### config.mk
export PLATFORM = sky130hd
export DESIGN_NAME = timeslice_task_scheduler_unit
export DESIGN_NICKNAME = d
export VERILOG_FILES = /design/src/rtl/tss_pkg.sv /design/src/rtl/tss_ram.sv /design/src/rtl/tss_seq.sv /design/src/rtl/tss_datapath.sv /design/src/rtl/timeslice_task_scheduler_unit.sv
export SDC_FILE = /design/constraint.sdc
export NUM_CORES = 1
export LEC_CHECK = 0
export BUFFER_PORTS_ARGS = -buffer_cell sky130_fd_sc_hd__buf_2
export CAP_MARGIN = 40
export CORE_MARGIN = 5
export CORE_UTILIZATION = 25
export CTS_CLUSTER_DIAMETER = 120
export DETAILED_ROUTE_END_ITERATION = 8
export HOLD_SLACK_MARGIN = 0.1
export PLACE_DENSITY_LB_ADDON = 0.12
export SLEW_MARGIN = 15
export SYNTH_ARGS = -nofsm -noshare
export SYNTH_HDL_FRONTEND = slang
export SYNTH_SLANG_ARGS = --single-unit
### constraint.sdc
create_clock -name clk_i -period 16.7 [get_ports clk_i]
set_input_delay 0.835 -clock clk_i [delete_from_list [all_inputs] [get_ports clk_i]]
set_output_delay 0.835 -clock clk_i [all_outputs]
set_load 0.05 [all_outputs]
### src/rtl/tss_pkg.sv
package tss_pkg;

  // Default size of the task table.
  localparam int MaxTasksDefault = 8;

  // Fixed field widths.
  localparam int FuncW   = 2;
  localparam int PeriodW = 16;
  localparam int TimeW   = 32;
  localparam int KindW   = 2;
  localparam int SlotW   = 3;
  localparam int CountW  = 16;
  localparam int DivCntW = 4;
  localparam int PcW     = 4;

  // Reset value of the loop period register.
  localparam logic [PeriodW-1:0] LoopPeriodReset = 16'd10;

  // Operation codes on the input side.
  localparam logic [FuncW-1:0] FuncRegister = 2'd0;
  localparam logic [FuncW-1:0] FuncStart    = 2'd1;
  localparam logic [FuncW-1:0] FuncLoop     = 2'd2;

  // Result kinds on the output side.
  localparam logic [KindW-1:0] KindRegStatus  = 2'd0;
  localparam logic [KindW-1:0] KindLoopStatus = 2'd1;
  localparam logic [KindW-1:0] KindTaskDue    = 2'd2;

  // Datapath actions, one per control word.
  typedef enum logic [3:0] {
    OP_NOP,
    OP_LOAD,
    OP_START,
    OP_DIV_INIT,
    OP_DIV_STEP,
    OP_REG_DONE,
    OP_ELAPSED,
    OP_TIME,
    OP_READ,
    OP_CHECK,
    OP_LOOP_DONE
  } tss_op_e;

  // Jump conditions.
  typedef enum logic [3:0] {
    C_NEVER,
    C_ALWAYS,
    C_NO_IN,
    C_F_REG,
    C_F_LOOP,
    C_F_START,
    C_DIV_BUSY,
    C_NO_TASKS,
    C_MORE_SLOTS
  } tss_cond_e;

  // One control word of the microprogram.
  typedef struct packed {
    tss_op_e        op;
    tss_cond_e      cond;
    logic [PcW-1:0] target;
    logic           accept;
  } tss_ctrl_t;

  // Flags handed from the datapath back to the sequencer.
  typedef struct packed {
    logic is_reg;
    logic is_loop;
    logic is_start;
    logic div_busy;
    logic no_tasks;
    logic more_slots;
    logic hold;
  } tss_stat_t;

  // Microprogram addresses.
  localparam logic [PcW-1:0] S_IDLE     = 4'd0;
  localparam logic [PcW-1:0] S_DISP0    = 4'd1;
  localparam logic [PcW-1:0] S_DISP1    = 4'd2;
  localparam logic [PcW-1:0] S_DISP2    = 4'd3;
  localparam logic [PcW-1:0] S_SKIP     = 4'd4;
  localparam logic [PcW-1:0] S_START    = 4'd5;
  localparam logic [PcW-1:0] S_REG      = 4'd6;
  localparam logic [PcW-1:0] S_DIV      = 4'd7;
  localparam logic [PcW-1:0] S_REG_END  = 4'd8;
  localparam logic [PcW-1:0] S_LOOP     = 4'd9;
  localparam logic [PcW-1:0] S_TIME     = 4'd10;
  localparam logic [PcW-1:0] S_READ     = 4'd11;
  localparam logic [PcW-1:0] S_CHECK    = 4'd12;
  localparam logic [PcW-1:0] S_LOOP_END = 4'd13;

  // Read-only microprogram store.
  function automatic tss_ctrl_t tss_rom(input logic [PcW-1:0] pc);
    tss_ctrl_t w;
    w = '{op: OP_NOP, cond: C_ALWAYS, target: S_IDLE, accept: 1'b0};
    case (pc)
      S_IDLE:     w = '{op: OP_LOAD,      cond: C_NO_IN,      target: S_IDLE,     accept: 1'b1};
      S_DISP0:    w = '{op: OP_NOP,       cond: C_F_REG,      target: S_REG,      accept: 1'b0};
      S_DISP1:    w = '{op: OP_NOP,       cond: C_F_LOOP,     target: S_LOOP,     accept: 1'b0};
      S_DISP2:    w = '{op: OP_NOP,       cond: C_F_START,    target: S_START,    accept: 1'b0};
      S_SKIP:     w = '{op: OP_NOP,       cond: C_ALWAYS,     target: S_IDLE,     accept: 1'b0};
      S_START:    w = '{op: OP_START,     cond: C_ALWAYS,     target: S_IDLE,     accept: 1'b0};
      S_REG:      w = '{op: OP_DIV_INIT,  cond: C_NEVER,      target: S_IDLE,     accept: 1'b0};
      S_DIV:      w = '{op: OP_DIV_STEP,  cond: C_DIV_BUSY,   target: S_DIV,      accept: 1'b0};
      S_REG_END:  w = '{op: OP_REG_DONE,  cond: C_ALWAYS,     target: S_IDLE,     accept: 1'b0};
      S_LOOP:     w = '{op: OP_ELAPSED,   cond: C_NEVER,      target: S_IDLE,     accept: 1'b0};
      S_TIME:     w = '{op: OP_TIME,      cond: C_NO_TASKS,   target: S_LOOP_END, accept: 1'b0};
      S_READ:     w = '{op: OP_READ,      cond: C_NEVER,      target: S_IDLE,     accept: 1'b0};
      S_CHECK:    w = '{op: OP_CHECK,     cond: C_MORE_SLOTS, target: S_READ,     accept: 1'b0};
      S_LOOP_END: w = '{op: OP_LOOP_DONE, cond: C_ALWAYS,     target: S_IDLE,     accept: 1'b0};
      default:    w = '{op: OP_NOP,       cond: C_ALWAYS,     target: S_IDLE,     accept: 1'b0};
    endcase
    return w;
  endfunction

endpackage

### src/rtl/tss_ram.sv
module tss_ram #(
  parameter int Width = 16,
  parameter int Depth = 8,
  localparam int AddrW = (Depth > 1) ? $clog2(Depth) : 1
) (
  input  logic             clk_i,
  input  logic             we_i,
  input  logic [AddrW-1:0] waddr_i,
  input  logic [Width-1:0] wdata_i,
  input  logic             re_i,
  input  logic [AddrW-1:0] raddr_i,
  output logic [Width-1:0] rdata_o
);

  logic [Width-1:0] mem_q [Depth];
  logic [Width-1:0] rdata_q;

  // One write port and one registered read port.
  always_ff @(posedge clk_i) begin
    if (we_i) begin
      mem_q[waddr_i] <= wdata_i;
    end
    if (re_i) begin
      rdata_q <= mem_q[raddr_i];
    end
  end

  assign rdata_o = rdata_q;

endmodule

### src/rtl/tss_seq.sv
module tss_seq
  import tss_pkg::*;
(
  input  logic      clk_i,
  input  logic      rst_ni,
  input  logic      in_valid_i,
  input  tss_stat_t stat_i,
  output tss_ctrl_t ctrl_o
);

  logic [PcW-1:0] pc_q, pc_d;
  tss_ctrl_t      ctrl;
  logic           jump;

  // Fetch the control word of the current step.
  assign ctrl   = tss_rom(pc_q);
  assign ctrl_o = ctrl;

  // Evaluate the jump condition of this step.
  always_comb begin
    case (ctrl.cond)
      C_NEVER:      jump = 1'b0;
      C_ALWAYS:     jump = 1'b1;
      C_NO_IN:      jump = !in_valid_i;
      C_F_REG:      jump = stat_i.is_reg;
      C_F_LOOP:     jump = stat_i.is_loop;
      C_F_START:    jump = stat_i.is_start;
      C_DIV_BUSY:   jump = stat_i.div_busy;
      C_NO_TASKS:   jump = stat_i.no_tasks;
      C_MORE_SLOTS: jump = stat_i.more_slots;
      default:      jump = 1'b0;
    endcase
  end

  // Next step: hold while the result register is full, else jump or advance.
  always_comb begin
    if (stat_i.hold) begin
      pc_d = pc_q;
    end else if (jump) begin
      pc_d = ctrl.target;
    end else begin
      pc_d = pc_q + PcW'(1);
    end
  end

  always_ff @(posedge clk_i or negedge rst_ni) begin
    if (!rst_ni) begin
      pc_q <= S_IDLE;
    end else begin
      pc_q <= pc_d;
    end
  end

endmodule

### src/rtl/tss_datapath.sv
module tss_datapath
  import tss_pkg::*;
#(
  parameter int MaxTasks = MaxTasksDefault,
  localparam int IdxW = (MaxTasks > 1) ? $clog2(MaxTasks) : 1,
  localparam int CntW = $clog2(MaxTasks + 1)
) (
  input  logic               clk_i,
  input  logic               rst_ni,
  input  tss_ctrl_t          ctrl_i,
  output tss_stat_t          stat_o,
  input  logic               in_valid_i,
  input  logic [FuncW-1:0]   func_i,
  input  logic [PeriodW-1:0] period_ms_i,
  input  logic               handler_present_i,
  input  logic [TimeW-1:0]   current_ms_i,
  input  logic               cfg_we_i,
  input  logic [PeriodW-1:0] cfg_data_i,
  output logic               out_valid_o,
  input  logic               out_stall_i,
  output logic [KindW-1:0]   kind_o,
  output logic               accepted_o,
  output logic [SlotW-1:0]   slot_index_o,
  output logic               overran_o,
  output logic [TimeW-1:0]   overrun_ms_o,
  output logic [TimeW-1:0]   release_ms_o,
  output logic               last_item_o
);

  // Latched input beat.
  logic [FuncW-1:0]   func_q;
  logic [PeriodW-1:0] period_q;
  logic               handler_q;
  logic [TimeW-1:0]   now_q;

  // Scheduler state.
  logic [PeriodW-1:0] lp_q;
  logic [TimeW-1:0]   prev_q;
  logic [CntW-1:0]    tc_q;
  logic [IdxW-1:0]    slot_q;
  logic [TimeW-1:0]   elapsed_q;
  logic               late_q;
  logic [TimeW-1:0]   ovrms_q;
  logic [TimeW-1:0]   rel_q;

  // Divider state.
  logic [PeriodW-1:0] rem_q;
  logic [PeriodW-1:0] quo_q;
  logic [DivCntW-1:0] div_cnt_q;

  // Result register.
  logic               out_valid_q;
  logic [KindW-1:0]   kind_q;
  logic               acc_q;
  logic [SlotW-1:0]   oslot_q;
  logic               ovr_q;
  logic [TimeW-1:0]   oovr_q;
  logic [TimeW-1:0]   orel_q;
  logic               last_q;

  // Table ports.
  logic               lpp_we, cnt_we, rd_en;
  logic [IdxW-1:0]    waddr;
  logic [CountW-1:0]  cnt_wdata, lpp_rd, cnt_rd;

  // Combinational helpers.
  logic [PeriodW:0]   r_sh;
  logic               r_ge;
  logic [PeriodW:0]   r_diff;
  logic               reg_ok;
  logic               due;
  logic               emit_req;
  logic               hold;
  logic               late;
  logic [TimeW-1:0]   rel;

  // Restoring divider, one quotient bit per step.
  assign r_sh   = {rem_q, quo_q[PeriodW-1]};
  assign r_ge   = r_sh >= {1'b0, lp_q};
  assign r_diff = r_sh - {1'b0, lp_q};

  // Registration is accepted only for an exact nonzero multiple, with a handler and room left.
  assign reg_ok = (tc_q < CntW'(MaxTasks)) && handler_q && (lp_q != '0)
                  && (rem_q == '0) && (quo_q != '0);

  // A task is due once its counter has reached its loops per period.
  assign due = cnt_rd >= lpp_rd;

  // Loop timing from the registered elapsed time.
  assign late = elapsed_q > TimeW'(lp_q);
  assign rel  = late ? now_q : prev_q + TimeW'(lp_q);

  // A result is produced only when the result register is free or being emptied.
  always_comb begin
    emit_req = (ctrl_i.op == OP_REG_DONE) || (ctrl_i.op == OP_LOOP_DONE)
               || ((ctrl_i.op == OP_CHECK) && due);
    hold     = emit_req && out_valid_q && out_stall_i;
  end

  // Flags for the sequencer.
  always_comb begin
    stat_o.is_reg     = func_q == FuncRegister;
    stat_o.is_loop    = func_q == FuncLoop;
    stat_o.is_start   = func_q == FuncStart;
    stat_o.div_busy   = div_cnt_q != '1;
    stat_o.no_tasks   = tc_q == '0;
    stat_o.more_slots = (CntW'(slot_q) + CntW'(1)) < tc_q;
    stat_o.hold       = hold;
  end

  // Table access: slot walk reads and updates, registration writes a new row.
  always_comb begin
    rd_en  = ctrl_i.op == OP_READ;
    lpp_we = (ctrl_i.op == OP_REG_DONE) && !hold && reg_ok;
    cnt_we = lpp_we || ((ctrl_i.op == OP_CHECK) && !hold);
    if (ctrl_i.op == OP_CHECK) begin
      waddr     = slot_q;
      cnt_wdata = due ? CountW'(1) : cnt_rd + CountW'(1);
    end else begin
      waddr     = tc_q[IdxW-1:0];
      cnt_wdata = '0;
    end
  end

  tss_ram #(
    .Width (CountW),
    .Depth (MaxTasks)
  ) u_lpp_ram (
    .clk_i   (clk_i),
    .we_i    (lpp_we),
    .waddr_i (waddr),
    .wdata_i (quo_q),
    .re_i    (rd_en),
    .raddr_i (slot_q),
    .rdata_o (lpp_rd)
  );

  tss_ram #(
    .Width (CountW),
    .Depth (MaxTasks)
  ) u_cnt_ram (
    .clk_i   (clk_i),
    .we_i    (cnt_we),
    .waddr_i (waddr),
    .wdata_i (cnt_wdata),
    .re_i    (rd_en),
    .raddr_i (slot_q),
    .rdata_o (cnt_rd)
  );

  // Control state: loop period, time base, task count and result valid.
  always_ff @(posedge clk_i or negedge rst_ni) begin
    if (!rst_ni) begin
      lp_q        <= LoopPeriodReset;
      prev_q      <= '0;
      tc_q        <= '0;
      out_valid_q <= 1'b0;
    end else begin
      if (cfg_we_i) begin
        lp_q <= cfg_data_i;
      end
      if (emit_req && !hold) begin
        out_valid_q <= 1'b1;
      end else if (out_valid_q && !out_stall_i) begin
        out_valid_q <= 1'b0;
      end
      case (ctrl_i.op)
        OP_START: prev_q <= now_q;
        OP_TIME:  prev_q <= rel;
        OP_REG_DONE: begin
          if (!hold && reg_ok) begin
            tc_q <= tc_q + CntW'(1);
          end
        end
        default: ;
      endcase
    end
  end

  // Working registers of the datapath.
  always_ff @(posedge clk_i) begin
    case (ctrl_i.op)
      OP_LOAD: begin
        if (in_valid_i) begin
          func_q    <= func_i;
          period_q  <= period_ms_i;
          handler_q <= handler_present_i;
          now_q     <= current_ms_i;
        end
      end
      OP_DIV_INIT: begin
        rem_q     <= '0;
        quo_q     <= period_q;
        div_cnt_q <= '0;
      end
      OP_DIV_STEP: begin
        rem_q     <= r_ge ? r_diff[PeriodW-1:0] : r_sh[PeriodW-1:0];
        quo_q     <= {quo_q[PeriodW-2:0], r_ge};
        div_cnt_q <= div_cnt_q + DivCntW'(1);
      end
      OP_ELAPSED: begin
        elapsed_q <= now_q - prev_q;
      end
      OP_TIME: begin
        late_q  <= late;
        ovrms_q <= late ? elapsed_q - TimeW'(lp_q) : '0;
        rel_q   <= rel;
        slot_q  <= '0;
      end
      OP_CHECK: begin
        if (!hold) begin
          slot_q <= slot_q + IdxW'(1);
        end
      end
      default: ;
    endcase
  end

  // Result payload, loaded together with the valid flag.
  always_ff @(posedge clk_i) begin
    if (emit_req && !hold) begin
      case (ctrl_i.op)
        OP_REG_DONE: begin
          kind_q  <= KindRegStatus;
          acc_q   <= reg_ok;
          oslot_q <= reg_ok ? SlotW'(tc_q) : '0;
          ovr_q   <= 1'b0;
          oovr_q  <= '0;
          orel_q  <= '0;
          last_q  <= 1'b1;
        end
        OP_CHECK: begin
          kind_q  <= KindTaskDue;
          acc_q   <= 1'b0;
          oslot_q <= SlotW'(slot_q);
          ovr_q   <= 1'b0;
          oovr_q  <= '0;
          orel_q  <= '0;
          last_q  <= 1'b0;
        end
        default: begin
          kind_q  <= KindLoopStatus;
          acc_q   <= 1'b0;
          oslot_q <= '0;
          ovr_q   <= late_q;
          oovr_q  <= ovrms_q;
          orel_q  <= rel_q;
          last_q  <= 1'b1;
        end
      endcase
    end
  end

  assign out_valid_o  = out_valid_q;
  assign kind_o       = kind_q;
  assign accepted_o   = acc_q;
  assign slot_index_o = oslot_q;
  assign overran_o    = ovr_q;
  assign overrun_ms_o = oovr_q;
  assign release_ms_o = orel_q;
  assign last_item_o  = last_q;

endmodule

### src/rtl/timeslice_task_scheduler_unit.sv
// Channel   Direction  Handshake                   Beat carries
// in        input      in_valid_i / in_stall_o     func, period, handler flag, ms count
// out       output     out_valid_o / out_stall_i   one result (register, due or loop status)
// cfg       input      cfg_valid_i / cfg_ready_o   loop period in ms
//
// Steps: a register beat runs through the bit-serial divider before its status result;
// a loop pass times the loop, then reads and updates the table slot by slot;
// a start latches the time base. One beat is worked on at a time.
// Reset: the loop period returns to 10 ms, the time base and task count to zero.
// Stalls: a full result register holds the microprogram on its current step.
module timeslice_task_scheduler_unit
  import tss_pkg::*;
#(
  parameter int MaxTasks = MaxTasksDefault
) (
  input  logic               clk_i,
  input  logic               rst_ni,
  input  logic               in_valid_i,
  output logic               in_stall_o,
  input  logic [FuncW-1:0]   func_i,
  input  logic [PeriodW-1:0] period_ms_i,
  input  logic               handler_present_i,
  input  logic [TimeW-1:0]   current_ms_i,
  input  logic               cfg_valid_i,
  output logic               cfg_ready_o,
  input  logic [PeriodW-1:0] cfg_data_i,
  output logic               out_valid_o,
  input  logic               out_stall_i,
  output logic [KindW-1:0]   kind_o,
  output logic               accepted_o,
  output logic [SlotW-1:0]   slot_index_o,
  output logic               overran_o,
  output logic [TimeW-1:0]   overrun_ms_o,
  output logic [TimeW-1:0]   release_ms_o,
  output logic               last_item_o
);

  tss_ctrl_t ctrl;
  tss_stat_t stat;

  // Input and configuration are taken only on the idle step.
  assign in_stall_o  = !ctrl.accept;
  assign cfg_ready_o = ctrl.accept;

  tss_seq u_seq (
    .clk_i      (clk_i),
    .rst_ni     (rst_ni),
    .in_valid_i (in_valid_i),
    .stat_i     (stat),
    .ctrl_o     (ctrl)
  );

  tss_datapath #(
    .MaxTasks (MaxTasks)
  ) u_dp (
    .clk_i             (clk_i),
    .rst_ni            (rst_ni),
    .ctrl_i            (ctrl),
    .stat_o            (stat),
    .in_valid_i        (in_valid_i),
    .func_i            (func_i),
    .period_ms_i       (period_ms_i),
    .handler_present_i (handler_present_i),
    .current_ms_i      (current_ms_i),
    .cfg_we_i          (cfg_valid_i && cfg_ready_o),
    .cfg_data_i        (cfg_data_i),
    .out_valid_o       (out_valid_o),
    .out_stall_i       (out_stall_i),
    .kind_o            (kind_o),
    .accepted_o        (accepted_o),
    .slot_index_o      (slot_index_o),
    .overran_o         (overran_o),
    .overrun_ms_o      (overrun_ms_o),
    .release_ms_o      (release_ms_o),
    .last_item_o       (last_item_o)
  );

`ifndef NO_ASSERTIONS
  // The sequencer only stalls on a step that produces a result.
  assert property (@(posedge clk_i) disable iff (!rst_ni)
    stat.hold |-> (ctrl.op == OP_CHECK || ctrl.op == OP_REG_DONE ||
                   ctrl.op == OP_LOOP_DONE))
    else $error("sequencer held on a step without a result");

  // A new result only follows a result-producing step.
  assert property (@(posedge clk_i) disable iff (!rst_ni)
    $rose(out_valid_o) |-> $past(ctrl.op == OP_CHECK || ctrl.op == OP_REG_DONE ||
                                 ctrl.op == OP_LOOP_DONE))
    else $error("result appeared without a producing step");

  // The loop status closes its pass with the last marker.
  assert property (@(posedge clk_i) disable iff (!rst_ni)
    (ctrl.op == OP_LOOP_DONE && !stat.hold) |=> (out_valid_o && last_item_o))
    else $error("loop status missing or not marked last");
`endif

endmodule

Word-level counts from Yosys, hierarchy flattened
Memory sizes are Yosys's and may differ from the RTL's. A register that Yosys moved wholly into a read port is not among the register bits.
Cells that the tools add are included.
{"block": "totals", "inputBits": 72, "rom_bits": 208, "out_inout_bits": 75, "memories": 3, "ramBits": 256, "register_bits": 316}
{"block": "classes", "muxes": 23, "order_cmp": 5, "n_eq_ne": 22, "reduce_logical": 34, "n_addsub": 10}
{"name": "(no name shown)", "depth": 16, "width": 13, "read_ports": 1, "rd_clocked_by_memory_dff": 0, "wr": 0, "line_no": "tss_pkg.sv:96", "source": "case (pc)"}
{"name": "u_dp.u_cnt_ram.mem_q", "depth": 8, "width": 16, "read_ports": 1, "rd_clocked_by_memory_dff": 1, "wr": 1, "line_no": "tss_ram.sv:15", "source": "logic [Width-1:0] mem_q [Depth];"}
{"name": "u_dp.u_lpp_ram.mem_q", "depth": 8, "width": 16, "read_ports": 1, "rd_clocked_by_memory_dff": 1, "wr": 1, "line_no": "tss_ram.sv:15"}
{"cell": "one-hot mux 16 bit (2 select lines)", "count": 2}
{"cell": "one-hot mux 32 bit (2 select lines)", "count": 1}
{"cell": "two-way mux 16 bit", "count": 3}
{"cell": "adder 32 x 16 -> 32 bit", "count": 1}
{"cell": "== test 4 x 3 -> 1 bit, second input constant", "count": 8}
{"cell": "> comparator 32 x 16 -> 1 bit", "count": 1}
{"cell": "two-way mux 32 bit", "count": 1}
{"cell": "nonzero test 16 bit", "count": 2}
{"cell": "subtractor 32 x 16 -> 32 bit", "count": 1}
{"cell": "subtractor 32 bit", "count": 1}
{"cell": "greater-or-equal comparator 17 x 16 -> 1 bit", "count": 1}
{"cell": "adder 16 x 1 -> 16 bit, second input constant", "count": 1}
{"cell": "== test 4 x 2 -> 1 bit, second input constant", "count": 4}
{"cell": "== test 4 bit, second input constant", "count": 4}
{"cell": "greater-or-equal comparator 16 bit", "count": 1}
{"cell": "zero test 16 bit", "count": 1}
{"cell": "subtractor 16 bit", "count": 1}
{"cell": "logical AND 1 bit", "count": 14}
{"cell": "adder 4 x 1 -> 4 bit, second input constant", "count": 3}
{"cell": "one-hot mux 3 bit (2 select lines)", "count": 2}
{"cell": "two-way mux 3 bit", "count": 3}
{"cell": "== test 4 x 1 -> 1 bit, second input constant", "count": 2}
{"cell": "one-hot mux 1 bit (8 select lines)", "count": 1}
{"cell": "one-hot mux 4 bit (2 select lines)", "count": 1}
{"cell": "18 further kinds", "count": 34}

Longest topological paths before layout
Gate-level depths: netlist of the first run.
An unclocked memory read counts as a cell.
{"block": "depth", "ltp_word": 12, "mapped_depth": 14, "ltp_nobuf": 12}

Hierarchy
A second synthesis of the first run with hierarchy kept.
{"block": "hier_totals", "cells_unflattened": 2135, "area_unflattened_um2": 28895.2}
{"module": "tss_datapath", "n_inst": 1, "cells_each": 1611, "area_per_inst_um2": 17247.8}
{"module": "tss_ram", "n_inst": 2, "cells_each": 214, "area_per_inst_um2": 5454.0}
{"module": "tss_seq", "n_inst": 1, "cells_each": 94, "area_per_inst_um2": 729.4}
{"module": "timeslice_task_scheduler_unit", "n_inst": 1, "cells_each": 2, "area_per_inst_um2": 10.0}

Least setup slack after synthesis of the first run
No wires, ideal clock.
{"block": "synth_path", "kind": "register to register", "start": "reg u_seq.pc_q[0]", "end": "reg u_dp.acc_q (netlist: u_dp.accepted_o) (enable)", "arrival_time_ps": 5334, "required_ps": 16174, "path_slack_ps": 10840, "path_stages_with_launch": 9, "path_cell_list": "dfrtp_1 > inv_1 > ha_1 > mux2i_1 > o21ai_0 > nand3_1 > a21boi_0 > o21a_1 > a21oi_1"}
{"block": "synth_via", "elab_chain_cells": 8}
{"item": "start, declared", "line_no": "tss_seq.sv:11", "source": "logic [PcW-1:0] pc_q, pc_d;"}
{"item": "start signal, assigned", "line_no": "tss_seq.sv:50", "source": "pc_q <= pc_d;"}
{"item": "memory read (16 x 13 bit) (*)"}
{"item": "== test 4 x 3 -> 1 bit (tied with other cells)", "line_no": "tss_datapath.sv:95", "source": "emit_req = (ctrl_i.op == OP_REG_DONE) || (ctrl_i.op == OP_LOOP_DONE)"}
{"item": "logical OR 1 bit / logical AND 1 bit (equally long branches)", "line_no": "tss_datapath.sv:95, tss_datapath.sv:96"}
{"item": "logical OR 1 bit (*)", "line_no": "tss_datapath.sv:96", "source": "|| ((ctrl_i.op == OP_CHECK) && due);"}
{"item": "logical AND 1 bit (2 in a row)", "line_no": "tss_datapath.sv:97", "source": "hold = emit_req && out_valid_q && out_stall_i;"}
{"item": "zero test 1 bit", "line_no": "tss_datapath.sv:221", "source": "if (emit_req && !hold) begin"}
{"item": "logical AND 1 bit (*)", "line_no": "tss_datapath.sv:221"}
{"item": "end signal, assigned", "line_no": "tss_datapath.sv:225", "source": "acc_q <= reg_ok;"}
{"item": "end, declared", "line_no": "tss_datapath.sv:54", "source": "logic acc_q;"}
Every way passes the cells marked *; elsewhere a longest branch is shown, timed or not.
A chain may end at the register's enable or synchronous reset.

Worst setup path after layout of the first run
{"block": "layout_path", "start": "reg u_seq.pc_q[0]", "end": "mem u_dp.u_lpp_ram.mem_q[4][8] (enable)"}
{"block": "layout_via", "elab_chain_cells": 11}
{"item": "memory read (16 x 13 bit) (*)"}
{"item": "== test 4 x 3 -> 1 bit (tied with other cells)", "line_no": "tss_datapath.sv:95, tss_datapath.sv:114"}
{"item": "logical OR 1 bit / logical AND 1 bit (equally long branches)", "line_no": "tss_datapath.sv:95, tss_datapath.sv:96"}
{"item": "logical OR 1 bit", "line_no": "tss_datapath.sv:96"}
{"item": "logical AND 1 bit (2 in a row)", "line_no": "tss_datapath.sv:97"}
{"item": "zero test 1 bit", "line_no": "tss_datapath.sv:114", "source": "lpp_we = (ctrl_i.op == OP_REG_DONE) && !hold && reg_ok;"}
{"item": "logical AND 1 bit (2 in a row)", "line_no": "tss_datapath.sv:114"}
{"item": "two-way mux 1 bit", "line_no": "tss_ram.sv:20", "source": "if (we_i) begin"}
{"item": "two-way mux 1 bit (not written as such)", "line_no": "tss_ram.sv:21", "source": "mem_q[waddr_i] <= wdata_i;"}
{"item": "end, declared", "line_no": "tss_ram.sv:15"}
Marks and branches as above.

==> results.json, run 1 <==
{
  "critical_path_buf_inv_count": 2,
  "final.hold.worst_slack_ns": 0.380,
  "max-clock-path-buffers": 3,
  "drtPass1Iterations": 6,
  "finalClockSkew_ns": 0.0284,
  "synth-main-ff-cell": "sky130_fd_sc_hd__edfxtp_1",
  "syn_inst": 2071,
  "report.final.setup_viol": 0,
  "die_area_um2": 121000,
  "dp.cells": 3687,
  "layout-drive-gt1-share_pct": 19.7,
  "synth_enable_flop_cells": 547,
  "grt_setup_unrepaired": "no",
  "grt_pass1_wl_mm": 119,
  "fp-row-count": 123,
  "portBuffers": 146,
  "htreeDepth": 3,
  "clock_sink_count": 604,
  "critical_path.endpoint_type": "flop",
  "timing.fmax_mhz": 232,
  "n_antenna_cell": 0,
  "die_w_um": 347,
  "timing.final.hold_violations": 0,
  "initial_core_util_pct": 25.2,
  "ios": 147,
  "crit_path_max_incr_delay_ns": 0.74,
  "max-vdd-ir-drop_mv": 0.106,
  "critical_path.startpoint_type": "flop",
  "wl_per_cell_um": 20.8,
  "synth-async-reset-ratio_pct": 9.44,
  "run_status": "completed",
  "globalRouteOverflowTotal": 0,
  "die_h_um": 347,
  "worstPathMaxFanout": 16,
  "critPathTopFamily": "simple AND/OR/NAND/NOR gates",
  "totalPowerFinal_mw": 6.76,
  "first_global_vias": 18428,
  "crit_chain": "inv_1, ha_1, mux2i_1, o21ai_0, a21oi_1, nand2_1, nor4_2, nand2_1, or2_2, nor2_1, buf_4",
  "number_of_nets_in_the_layout": 2451,
  "setup_ws_ns": 12.38,
  "hpwlAfterDp_mm": 56.0,
  "finalCoreUtilization_pct": 29.9,
  "grt_usage_pct": 12.9,
  "register_bit_total_from_synthesis": 604,
  "cp_common_cell": "sky130_fd_sc_hd__nand2_1",
  "syn_area_um2": 28500,
  "placement.setup.worst_slack_ns": 12.35,
  "post_dp_cell_area_um2": 31200,
  "worstSkewPairLatency_ns": 0.63,
  "final_period_minus_worst_setup_slack_ns": 4.32,
  "synthesis.area_per_instance_um2": 13.7,
  "regArea_um2": 17900,
  "place_congestion": 0.799,
  "leakagePower_nw": 11.9,
  "detailroute.via_count": 17541,
  "fin_crit_sh_pct": 25.8,
  "finalNonFillerCells": 3825,
  "p_per_area_nw_per_um2": 201,
  "cts_root_buffer": "sky130_fd_sc_hd__clkbuf_16",
  "area_growth_syn_to_layout_pct": 18.4,
  "fp.coreArea_um2": 113000,
  "final_cell_mix": "547 x sky130_fd_sc_hd__edfxtp_1, 147 x sky130_fd_sc_hd__buf_2, 135 x sky130_fd_sc_hd__nand2_1, 128 x sky130_fd_sc_hd__nor2_1, 109 x sky130_fd_sc_hd__ha_1",
  "fin_setup_tns_ns": 0,
  "synth_nets": 2256,
  "drt.antenna.violating_nets": 0,
  "fill_cell_count": 11318,
  "critical_path_arrival_ns": 4.60,
  "maxSlewHeadroom_pct": 44.5,
  "slowest_stage": "sky130_fd_sc_hd__nor4_2",
  "finish.instance_area_um2": 33700,
  "cts_made_buffers": 74,
  "final-max-slew-violation-count": 0,
  "antenna_found_initial": 6,
  "yosysWarnings": 0,
  "required_time_at_the_endpoint_of_the_critical_path_ns": 16.98,
  "synth.yosys.seq_area_share_pct": 62.7,
  "drc": 0,
  "hp-class": "in2reg",
  "multi_input_comb_area_um2": 9980,
  "drt_first_iter_violations": 1171,
  "worstMarginPinSlew_ns": 0.833,
  "worst-r2r-setup-slack_ns": 12.38,
  "yosys.cell_types.count": 82,
  "drv.max_cap_violation_count": 0,
  "layout_commonest_cell": "sky130_fd_sc_hd__edfxtp_1",
  "routed_wl_mm": 79.5,
  "setup.worst_path.class": "reg2reg",
  "grt_max_degree": 68,
  "clkTransAtPathRegs_ns": 0.06,
  "cts_tree": "built",
  "route.detailed.vias_per_inst": 4.59
}
[sequential cells by signal, indices dropped and copies added (netlist names), 3 cells and up]
| register | flops |
|---|---|
| u_dp.div_cnt_q | 4 |
| u_dp.elapsed_q | 32 |
| u_dp.lp_q | 16 |
| u_dp.now_q | 32 |
| u_dp.overrun_ms_o | 32 |
| u_dp.ovrms_q | 32 |
| u_dp.period_q | 16 |
| u_dp.prev_q | 32 |
| u_dp.quo_q | 16 |
| u_dp.rel_q | 32 |
| u_dp.release_ms_o | 32 |
| u_dp.rem_q | 16 |
| u_dp.slot_index_o | 3 |
| u_dp.slot_q | 3 |
| u_dp.tc_q | 4 |
| u_dp.u_cnt_ram.mem_q | 128 |
| u_dp.u_cnt_ram.rdata_o | 16 |
| u_dp.u_lpp_ram.mem_q | 128 |
| u_dp.u_lpp_ram.rdata_o | 16 |
| u_seq.pc_q | 4 |
[cells by family (layout without fill, tap and decap cells)]
logic type | after synthesis | count (layout) | share of synthesized area, %
flip-flops | 604 | 604 | 62.7
AND/OR/NAND/NOR | 556 | 556 | 9.81
AO/OA/AOI/OAI | 377 | 377 | 8.85
buffers and inverters | 180 | 434 | 2.44
multiplexers | 138 | 138 | 7.94
adder cells (fa/ha/maj) | 113 | 113 | 5.07
XOR/XNOR | 103 | 103 | 3.17
[worst paths after layout]
kind / startpoint / end / depth (start not counted)
worst max-delay path: u_seq.pc_q[0]$_DFFE_PN0N_ / u_dp.u_lpp_ram.mem_q[4][8]$_DFFE_PP_ / 11
worst min-delay path: current_ms_i[7] / u_dp.now_q[7]$_DFFE_PP_ / 1
worst max register to register: u_seq.pc_q[0]$_DFFE_PN0N_ / u_dp.u_lpp_ram.mem_q[4][8]$_DFFE_PP_ / 11
worst min register to register: u_dp.rel_q[29]$_DFFE_PP_ / u_dp.release_ms_o[29]$_SDFFCE_PN0P_ / 1
max in group asynchronous: rst_ni / u_dp.lp_q[1]$_DFFE_PN1P_ / 4
min in group asynchronous: rst_ni / u_dp.prev_q[31]$_DFFE_PN0P_ / 2
[cell usage after synthesis, drive strengths merged, types with 4 or more instances]
| cell | count | area (um^2) |
|---|---|---|
| a21o | 36 | 270 |
| and3 | 26 | 163 |
| xor2 | 35 | 307 |
| o211ai | 17 | 143 |
| a31oi | 13 | 81.3 |
| o21ai | 100 | 500 |
| nor3b | 8 | 60.1 |
| nor2b | 18 | 113 |
| a21oi | 78 | 390 |
| nand3b | 4 | 30.0 |
| o21a | 17 | 135 |
| nor2 | 134 | 510 |
| o221ai | 12 | 105 |
| nand2b | 23 | 144 |
| mux4 | 65 | 1460 |
| o22ai | 5 | 31.3 |
| mux2 | 53 | 597 |
| nor3 | 24 | 120 |
| nand4 | 19 | 119 |
| o31a | 5 | 43.8 |
| a21boi | 9 | 67.6 |
| a221o | 11 | 110 |
| clkbuf | 60 | 225 |
| or3 | 13 | 81.3 |
| and2 | 69 | 432 |
| a2111oi | 4 | 35.0 |
| o21bai | 5 | 37.5 |
| dfrtp | 55 | 1380 |
| nand2 | 136 | 513 |
| nand3 | 41 | 205 |
| a211oi | 24 | 185 |
| fa | 4 | 80.1 |
| mux2i | 20 | 200 |
| or2 | 8 | 50.1 |
| o311ai | 4 | 35.0 |
| ha | 109 | 1360 |
| edfxtp | 547 | 16400 |
| xnor2 | 68 | 596 |
| a22oi | 5 | 37.5 |
| buf | 13 | 68.8 |
| inv | 106 | 398 |
| nor4 | 24 | 171 |
[routing by layer]
layer / track usage [%] / wire length [um] / part of all wire, %
met3: 2.05 / 3140 / 3.9
met1: 17.0 / 35800 / 45
met5: 0 / 0 / 0
met2: 22.1 / 38700 / 49
met4: 3.71 / 1940 / 2.4
[power breakdown]
part           switching, mW  total [mW]  internal (mW)  leakage, nW
clock                  0.642        1.59          0.946         1.15
combinational           1.75        2.76           1.02         5.16
sequential             0.261        2.41           2.14         5.55
[final cells by class]
class	count	area share, %
clock inverter	37	1.13
sequential	604	53.0
inverter	107	1.20
clock buffer	98	5.98
tap	1500	5.57
timing repair buffer	192	3.51
multi-input combinational	1287	29.6
[repair_timing]
action	4_1_cts	5_1_grt
buffers inserted	0	0
endpoints found under the hold margin	7	0
hold buffers	1	0
gates resized for setup	0	0
Power figures use the tool's default switching activity.
==> run 2, diff against run 1 <==
--- a/config.mk
+++ b/config.mk
@@ -5,6 +5,7 @@
 export SDC_FILE = /design/constraint.sdc
 export NUM_CORES = 1
 export LEC_CHECK = 0
+export ABC_AREA = 1
 export BUFFER_PORTS_ARGS = -buffer_cell sky130_fd_sc_hd__buf_2
 export CAP_MARGIN = 40
 export CORE_MARGIN = 5
==> constraint.sdc (replaced) <==
create_clock -name clk_i -period 4 [get_ports clk_i]
set_input_delay 0.2 -clock clk_i [delete_from_list [all_inputs] [get_ports clk_i]]
set_output_delay 0.2 -clock clk_i [all_outputs]
set_load 0.05 [all_outputs]
==> results.json, run 2 <==
{
  "register_bit_total_from_synthesis": 604,
  "grt_pass1_wl_mm": 141,
  "first_global_vias": 22616,
  "final.hold.worst_slack_ns": 0.216,
  "detailroute.via_count": 21931,
  "required_time_at_the_endpoint_of_the_critical_path_ns": 4.23,
  "cts_tree": "built",
  "placement.setup.worst_slack_ns": 0.745,
  "antenna_found_initial": 4,
  "cts_made_buffers": 76,
  "area_growth_syn_to_layout_pct": 20.3,
  "crit_chain": "inv_1, ha_1, or2_1, o21ai_2, inv_2, nor2_2, inv_2, nor2_8, nand2_2, nand2_2, inv_1, nor2_4, buf_4",
  "drv.max_cap_violation_count": 0,
  "leakagePower_nw": 14.3,
  "synthesis.area_per_instance_um2": 9.87,
  "initial_core_util_pct": 25.1,
  "drtPass1Iterations": 5,
  "finalCoreUtilization_pct": 30.2,
  "route.detailed.vias_per_inst": 4.40,
  "synth_compound_area_share_pct": 9.84,
  "report.final.setup_viol": 0,
  "timing.final.hold_violations": 0,
  "n_antenna_cell": 0,
  "worstMarginPinSlew_ns": 0.790,
  "place_congestion": 0.871,
  "yosys.cell_types.count": 55,
  "syn_inst": 3037,
  "fp.coreArea_um2": 119000,
  "max-vdd-ir-drop_mv": 0.353,
  "finish.instance_area_um2": 36000,
  "drt_first_iter_violations": 1385,
  "synth_xor_xnor_area_share_pct": 1.96,
  "synth-main-ff-cell": "sky130_fd_sc_hd__edfxtp_1",
  "critical_path_arrival_ns": 3.49,
  "synth_nets": 3222,
  "largestRegisters": "u_dp.u_cnt_ram.mem_q: 128 flops, u_dp.u_lpp_ram.mem_q: 128 flops",
  "setup_ws_ns": 0.738,
  "fp-row-count": 127,
  "combinational_family_with_the_most_area_after_synthesis": "simple AND/OR/NAND/NOR gates",
  "setup.worst_path.class": "reg2reg",
  "fin_setup_tns_ns": 0,
  "finalNonFillerCells": 4982,
  "cts_root_buffer": "sky130_fd_sc_hd__clkbuf_16",
  "syn_area_um2": 30000,
  "post_dp_cell_area_um2": 32800,
  "yosysWarnings": 0,
  "synth_top_area_cell": "sky130_fd_sc_hd__edfxtp_1",
  "synth_largest_type_area_fraction_pct": 54.8,
  "drt.antenna.violating_nets": 0,
  "number_of_nets_in_the_layout": 3491,
  "globalRouteOverflowTotal": 0,
  "synth-async-reset-ratio_pct": 9.44,
  "timing.fmax_mhz": 307,
  "fin_crit_sh_pct": 81.6,
  "critical_path.startpoint_type": "flop",
  "synthSimpleGateAreaFrac_pct": 17.5,
  "die_area_um2": 127000,
  "slowest_stage": "sky130_fd_sc_hd__dfrtp_1",
  "wl_per_cell_um": 18.5,
  "dp.cells": 4765,
  "final_cell_mix": "547 x sky130_fd_sc_hd__edfxtp_1, 495 x sky130_fd_sc_hd__nor2_1, 472 x sky130_fd_sc_hd__nand2_1, 361 x sky130_fd_sc_hd__inv_1, 247 x sky130_fd_sc_hd__o21ai_0",
  "grt_setup_unrepaired": "no",
  "layout_commonest_cell": "sky130_fd_sc_hd__edfxtp_1",
  "hp-class": "in2reg",
  "layout-drive-gt1-share_pct": 11.2,
  "cts_resized": 0,
  "worstSkewPairLatency_ns": 0.65,
  "totalPowerFinal_mw": 26.5,
  "synth.top_cells.by_count": "547 x sky130_fd_sc_hd__edfxtp_1, 498 x sky130_fd_sc_hd__nor2_1, 473 x sky130_fd_sc_hd__nand2_1",
  "critical_path.endpoint_type": "flop",
  "run_status": "completed",
  "die_w_um": 356,
  "die_h_um": 356,
  "final-max-slew-violation-count": 0,
  "yosysMostFrequentCell": "sky130_fd_sc_hd__edfxtp_1",
  "worstPathMaxFanout": 47,
  "clock_sink_count": 604,
  "post_synth_main_area_contributors": "sky130_fd_sc_hd__edfxtp_1 55%, sky130_fd_sc_hd__nor2_1 6.2%, sky130_fd_sc_hd__nand2_1 5.9%",
  "grt_usage_pct": 14.5,
  "synth.yosys.seq_area_share_pct": 59.6,
  "hpwlAfterDp_mm": 67.1,
  "max-clock-path-buffers": 3,
  "maxSlewHeadroom_pct": 47.2,
  "synth_enable_flop_cells": 547,
  "share_of_cell_area_taken_by_muxes_after_synthesis_pct": 0.0376,
  "ios": 147,
  "htreeDepth": 3,
  "drc": 0,
  "yosys.area_share.adder_pct": 4.82,
  "p_per_area_nw_per_um2": 735,
  "finalClockSkew_ns": 0.0535,
  "grt_max_degree": 68,
  "routed_wl_mm": 92.3,
  "crit_path_max_incr_delay_ns": 0.55,
  "final_period_minus_worst_setup_slack_ns": 3.26,
  "clkTransAtPathRegs_ns": 0.06,
  "portBuffers": 146
}
[run 2: path summary, 6_finish.rpt]
path                                        startpoint                                   to  slack (ns)  depth (start not counted)
max reg2reg                  u_seq.pc_q[2]$_DFFE_PN0N_  u_dp.overrun_ms_o[28]$_SDFFCE_PN0P_        0.74                         13
min reg2reg                u_dp.period_q[11]$_DFFE_PP_             u_dp.quo_q[11]$_DFFE_PP_        0.51                          2
max                          u_seq.pc_q[2]$_DFFE_PN0N_  u_dp.overrun_ms_o[28]$_SDFFCE_PN0P_        0.74                         13
max in group asynchronous                       rst_ni          u_dp.prev_q[31]$_DFFE_PN0P_        2.71                          3
min                                        cfg_valid_i             u_dp.lp_q[0]$_DFFE_PN0P_        0.22                          3
min in group asynchronous                       rst_ni           u_dp.prev_q[9]$_DFFE_PN0P_        0.29                          3
[run 2: layer usage]
layer	global-route usage, %	up-vias	routed length (um)	part of all wire (%)
met5	0	-	0	0
met4	3.96	0	2190	2.4
met3	2.14	114	3450	3.7
met2	24.1	385	43300	47
met1	19.7	10515	43400	47
li1	-	10917	-	-
[run 2: report_power, final]
group          switching [mW]  internal [mW]
clock network            2.84           4.10
registers               0.909           8.52
logic                    7.02           3.11
total                    10.8           15.7
[run 2: cell type report]
class	instances	area, um^2
well taps	1612	2020
fillers	12666	83400
clock inverters	43	459
multi-input cells	1964	10300
clock buffers	99	2050
repair buffers	282	1970
flip-flops and latches	604	17900
inverters	378	1430
[run 2: worst max-delay path, delay by kind of cell, from the launching register on]
family | cells | cell delay (ns)
and+or+nand+nor | 6 | 1.00
buffers and inverters | 5 | 0.92
DFF | 1 | 0.55
adders and majority gates | 1 | 0.23
AOI/OAI and AO/OA | 1 | 0.08
[run 2: logic make-up (layout without fill, tap and decap cells)]
group,count (synthesis),after routing
AND/OR/NAND/NOR,1244,1244
flip-flops,604,604
AO/OA/AOI/OAI,539,539
buffers and inverters,469,802
adder cells (fa/ha/maj),113,113
XOR/XNOR,67,67
multiplexers,1,1
[run 2: timing repair]
action                                 in CTS  in global routing
buffers inserted                            0                  0
hold buffers                               75                  0
endpoints found under the hold margin      96                  0
==> run 3, diff against run 2 <==
--- a/config.mk
+++ b/config.mk
@@ -5,7 +5,7 @@
 export SDC_FILE = /design/constraint.sdc
 export NUM_CORES = 1
 export LEC_CHECK = 0
-export ABC_AREA = 1
+export ABC_AREA = 0
 export BUFFER_PORTS_ARGS = -buffer_cell sky130_fd_sc_hd__buf_2
 export CAP_MARGIN = 40
 export CORE_MARGIN = 5
==> constraint.sdc (replaced) <==
create_clock -name clk_i -period 3.4 [get_ports clk_i]
set_input_delay 0.17 -clock clk_i [delete_from_list [all_inputs] [get_ports clk_i]]
set_output_delay 0.17 -clock clk_i [all_outputs]
set_load 0.05 [all_outputs]
==> results.json, run 3 (synthesized netlist as in run 1, its figures left out) <==
{
  "fin_setup_tns_ns": 0,
  "critical_path.endpoint_type": "flop",
  "die_h_um": 347,
  "crit_path_max_incr_delay_ns": 0.42,
  "totalPowerFinal_mw": 34.1,
  "area_growth_syn_to_layout_pct": 23.6,
  "cts_root_buffer": "sky130_fd_sc_hd__clkbuf_16",
  "routed_wl_mm": 83.1,
  "grt_max_degree": 73,
  "layout_commonest_cell": "sky130_fd_sc_hd__edfxtp_1",
  "final_period_minus_worst_setup_slack_ns": 3.25,
  "rr_startpoint": "u_dp.prev_q[0]$_DFFE_PN0P_",
  "worst-r2r-setup-slack_ns": 0.15,
  "required_time_at_the_endpoint_of_the_critical_path_ns": 3.78,
  "globalRouteOverflowTotal": 0,
  "cts_tree": "built",
  "rr_endpoint": "u_dp.elapsed_q[20]$_DFFE_PN_",
  "clock_sink_count": 604,
  "wl_per_cell_um": 21.0,
  "reg2reg_path_depth": 10,
  "number_of_instances_on_the_worst_hold_path": 5,
  "critical_path.startpoint_type": "flop",
  "fill_cell_count": 11239,
  "run_status": "completed",
  "htreeDepth": 3,
  "drv.max_cap_violation_count": 0,
  "maxSlewHeadroom_pct": 48.9,
  "setup.worst_path.class": "reg2reg",
  "clkTransAtPathRegs_ns": 0.06,
  "report.final.setup_viol": 0,
  "worstHoldStart": "in_valid_i",
  "finalClockSkew_ns": 0.0311,
  "drc": 0,
  "max-clock-path-buffers": 3,
  "route.detailed.vias_per_inst": 4.58,
  "fp.coreArea_um2": 113000,
  "ios": 147,
  "max-vdd-ir-drop_mv": 0.543,
  "hp-class": "in2reg",
  "die_w_um": 347,
  "layout-drive-gt1-share_pct": 22.0,
  "dp.cells": 3745,
  "initial_core_util_pct": 25.2,
  "cts_made_buffers": 77,
  "final-max-slew-violation-count": 0,
  "drt.antenna.violating_nets": 0,
  "fp-row-count": 123,
  "grt_setup_unrepaired": "no",
  "antenna_found_initial": 4,
  "largestRegisters": "u_dp.u_cnt_ram.mem_q: 128 flops, u_dp.u_lpp_ram.mem_q: 128 flops",
  "fin_crit_sh_pct": 95.5,
  "die_area_um2": 121000,
  "timing.final.hold_violations": 0,
  "worstMarginPinSlew_ns": 0.760,
  "drtPass1Iterations": 5,
  "critical_path_arrival_ns": 3.62,
  "finalNonFillerCells": 3954,
  "post_cts_repair_timing_setup_buffer_count": 0,
  "slowest_stage": "sky130_fd_sc_hd__fa_1",
  "detailroute.via_count": 18102,
  "hold-path-endpoint": "u_seq.pc_q[0]$_DFFE_PN0N_",
  "first_global_vias": 19385,
  "place_congestion": 0.831,
  "p_per_area_nw_per_um2": 969,
  "portBuffers": 146,
  "grt_usage_pct": 13.6,
  "final_cell_mix": "547 x sky130_fd_sc_hd__edfxtp_1, 147 x sky130_fd_sc_hd__buf_2, 134 x sky130_fd_sc_hd__nand2_1, 122 x sky130_fd_sc_hd__nor2_1, 109 x sky130_fd_sc_hd__ha_1",
  "regArea_um2": 17900,
  "leakagePower_nw": 12.5,
  "crit_chain": "ha_1, fa_1, nand2b_1, a21oi_1, o22ai_1, a22oi_2, nand3_1, a311o_1, o31a_1, xnor2_1",
  "number_of_nets_in_the_layout": 2580,
  "worstSkewPairLatency_ns": 0.65,
  "worstPathMaxFanout": 3,
  "drt_first_iter_violations": 1185,
  "grt_pass1_wl_mm": 125,
  "hpwlAfterDp_mm": 57.6,
  "multi_input_comb_area_um2": 10100,
  "timing.fmax_mhz": 308
}
==> run 3: routing by layer <==
layer	GRT usage (%)	wire length [um]	up-vias
li1	-	-	8522
met1	17.5	36600	9143
met2	23.9	41900	334
met3	2.35	2810	103
met4	3.40	1770	0
met5	0	0	-
==> run 3: through the flow <==
step	hold WS, ns	area (um^2)	utilization (%)	setup slack [ns]
6_report	0.240	35200	31.2	0.154
3_5_place_dp	0.0102	31900	28.3	-0.00851
5_1_grt	0.213	35200	31.2	0.00700
3_3_place_gp	0.323	31900	28.3	0.0487
4_1_cts	0.182	35100	31.1	0.0270
2_1_floorplan	-0.126	28500	-	-0.341
==> run 3: repair_timing <==
| item | CTS | global route |
|---|---|---|
| hold buffers | 70 | 0 |
| gates resized for setup | 1 | 13 |
| cloned | 0 | 0 |
| endpoints found under the hold margin | 134 | 0 |
| pin swaps | 0 | 1 |
| endpoints found under the setup margin | 2 | 46 |
==> run 3: final cells by class <==
cell class                 count  share of cell area, %
tap                         1500                   5.33
sequential                   604                   50.7
timing repair buffer         318                   7.14
clock buffer                  95                   5.84
clock inverter                42                   1.18
antenna                        1                0.00711
inverter                     107                   1.15
multi-input combinational   1287                   28.6
==> run 3: critical path, delay by kind of cell, from the launching register on <==
kind | cells | cell delay [ns]
compound gates | 5 | 1.40
fa+ha+maj | 2 | 0.68
flops | 1 | 0.40
simple gates | 2 | 0.37
xor+xnor | 1 | 0.15
==> run 3: worst max-delay path by stage <==
stage / from / endpoint / slack, ns / cells past startpoint
6_report: u_dp.prev_q[0]$_DFFE_PN0P_ / u_dp.elapsed_q[20]$_DFFE_PN_ / 0.15 / 10
5_1_grt: u_dp.u_cnt_ram.rdata_o[5]$_DFFE_PN_ / u_dp.u_cnt_ram.mem_q[6][9]$_DFFE_PP_ / 0.007 / 11
4_1_cts: u_dp.u_cnt_ram.rdata_o[10]$_DFFE_PN_ / u_dp.kind_o[0]$_DFFE_PP_ / 0.03 / 10
3_5_place_dp: u_dp.lp_q[1]$_DFFE_PN1P_ / u_dp.prev_q[24]$_DFFE_PN0P_ / -0.009 / 12
3_3_place_gp: u_dp.lp_q[1]$_DFFE_PN1P_ / u_dp.prev_q[18]$_DFFE_PN0P_ / 0.05 / 12
2_1_floorplan: u_seq.pc_q[0]$_DFFE_PN0N_ / u_dp.u_lpp_ram.mem_q[4][0]$_DFFE_PP_ / -0.34 / 10
==> run 3: power breakdown <==
group	switching [mW]	total (mW)	leakage, nW	internal [mW]
sequential	1.17	11.7	5.55	10.5
combinational	8.88	14.4	5.79	5.54
clock	3.27	7.98	1.21	4.70
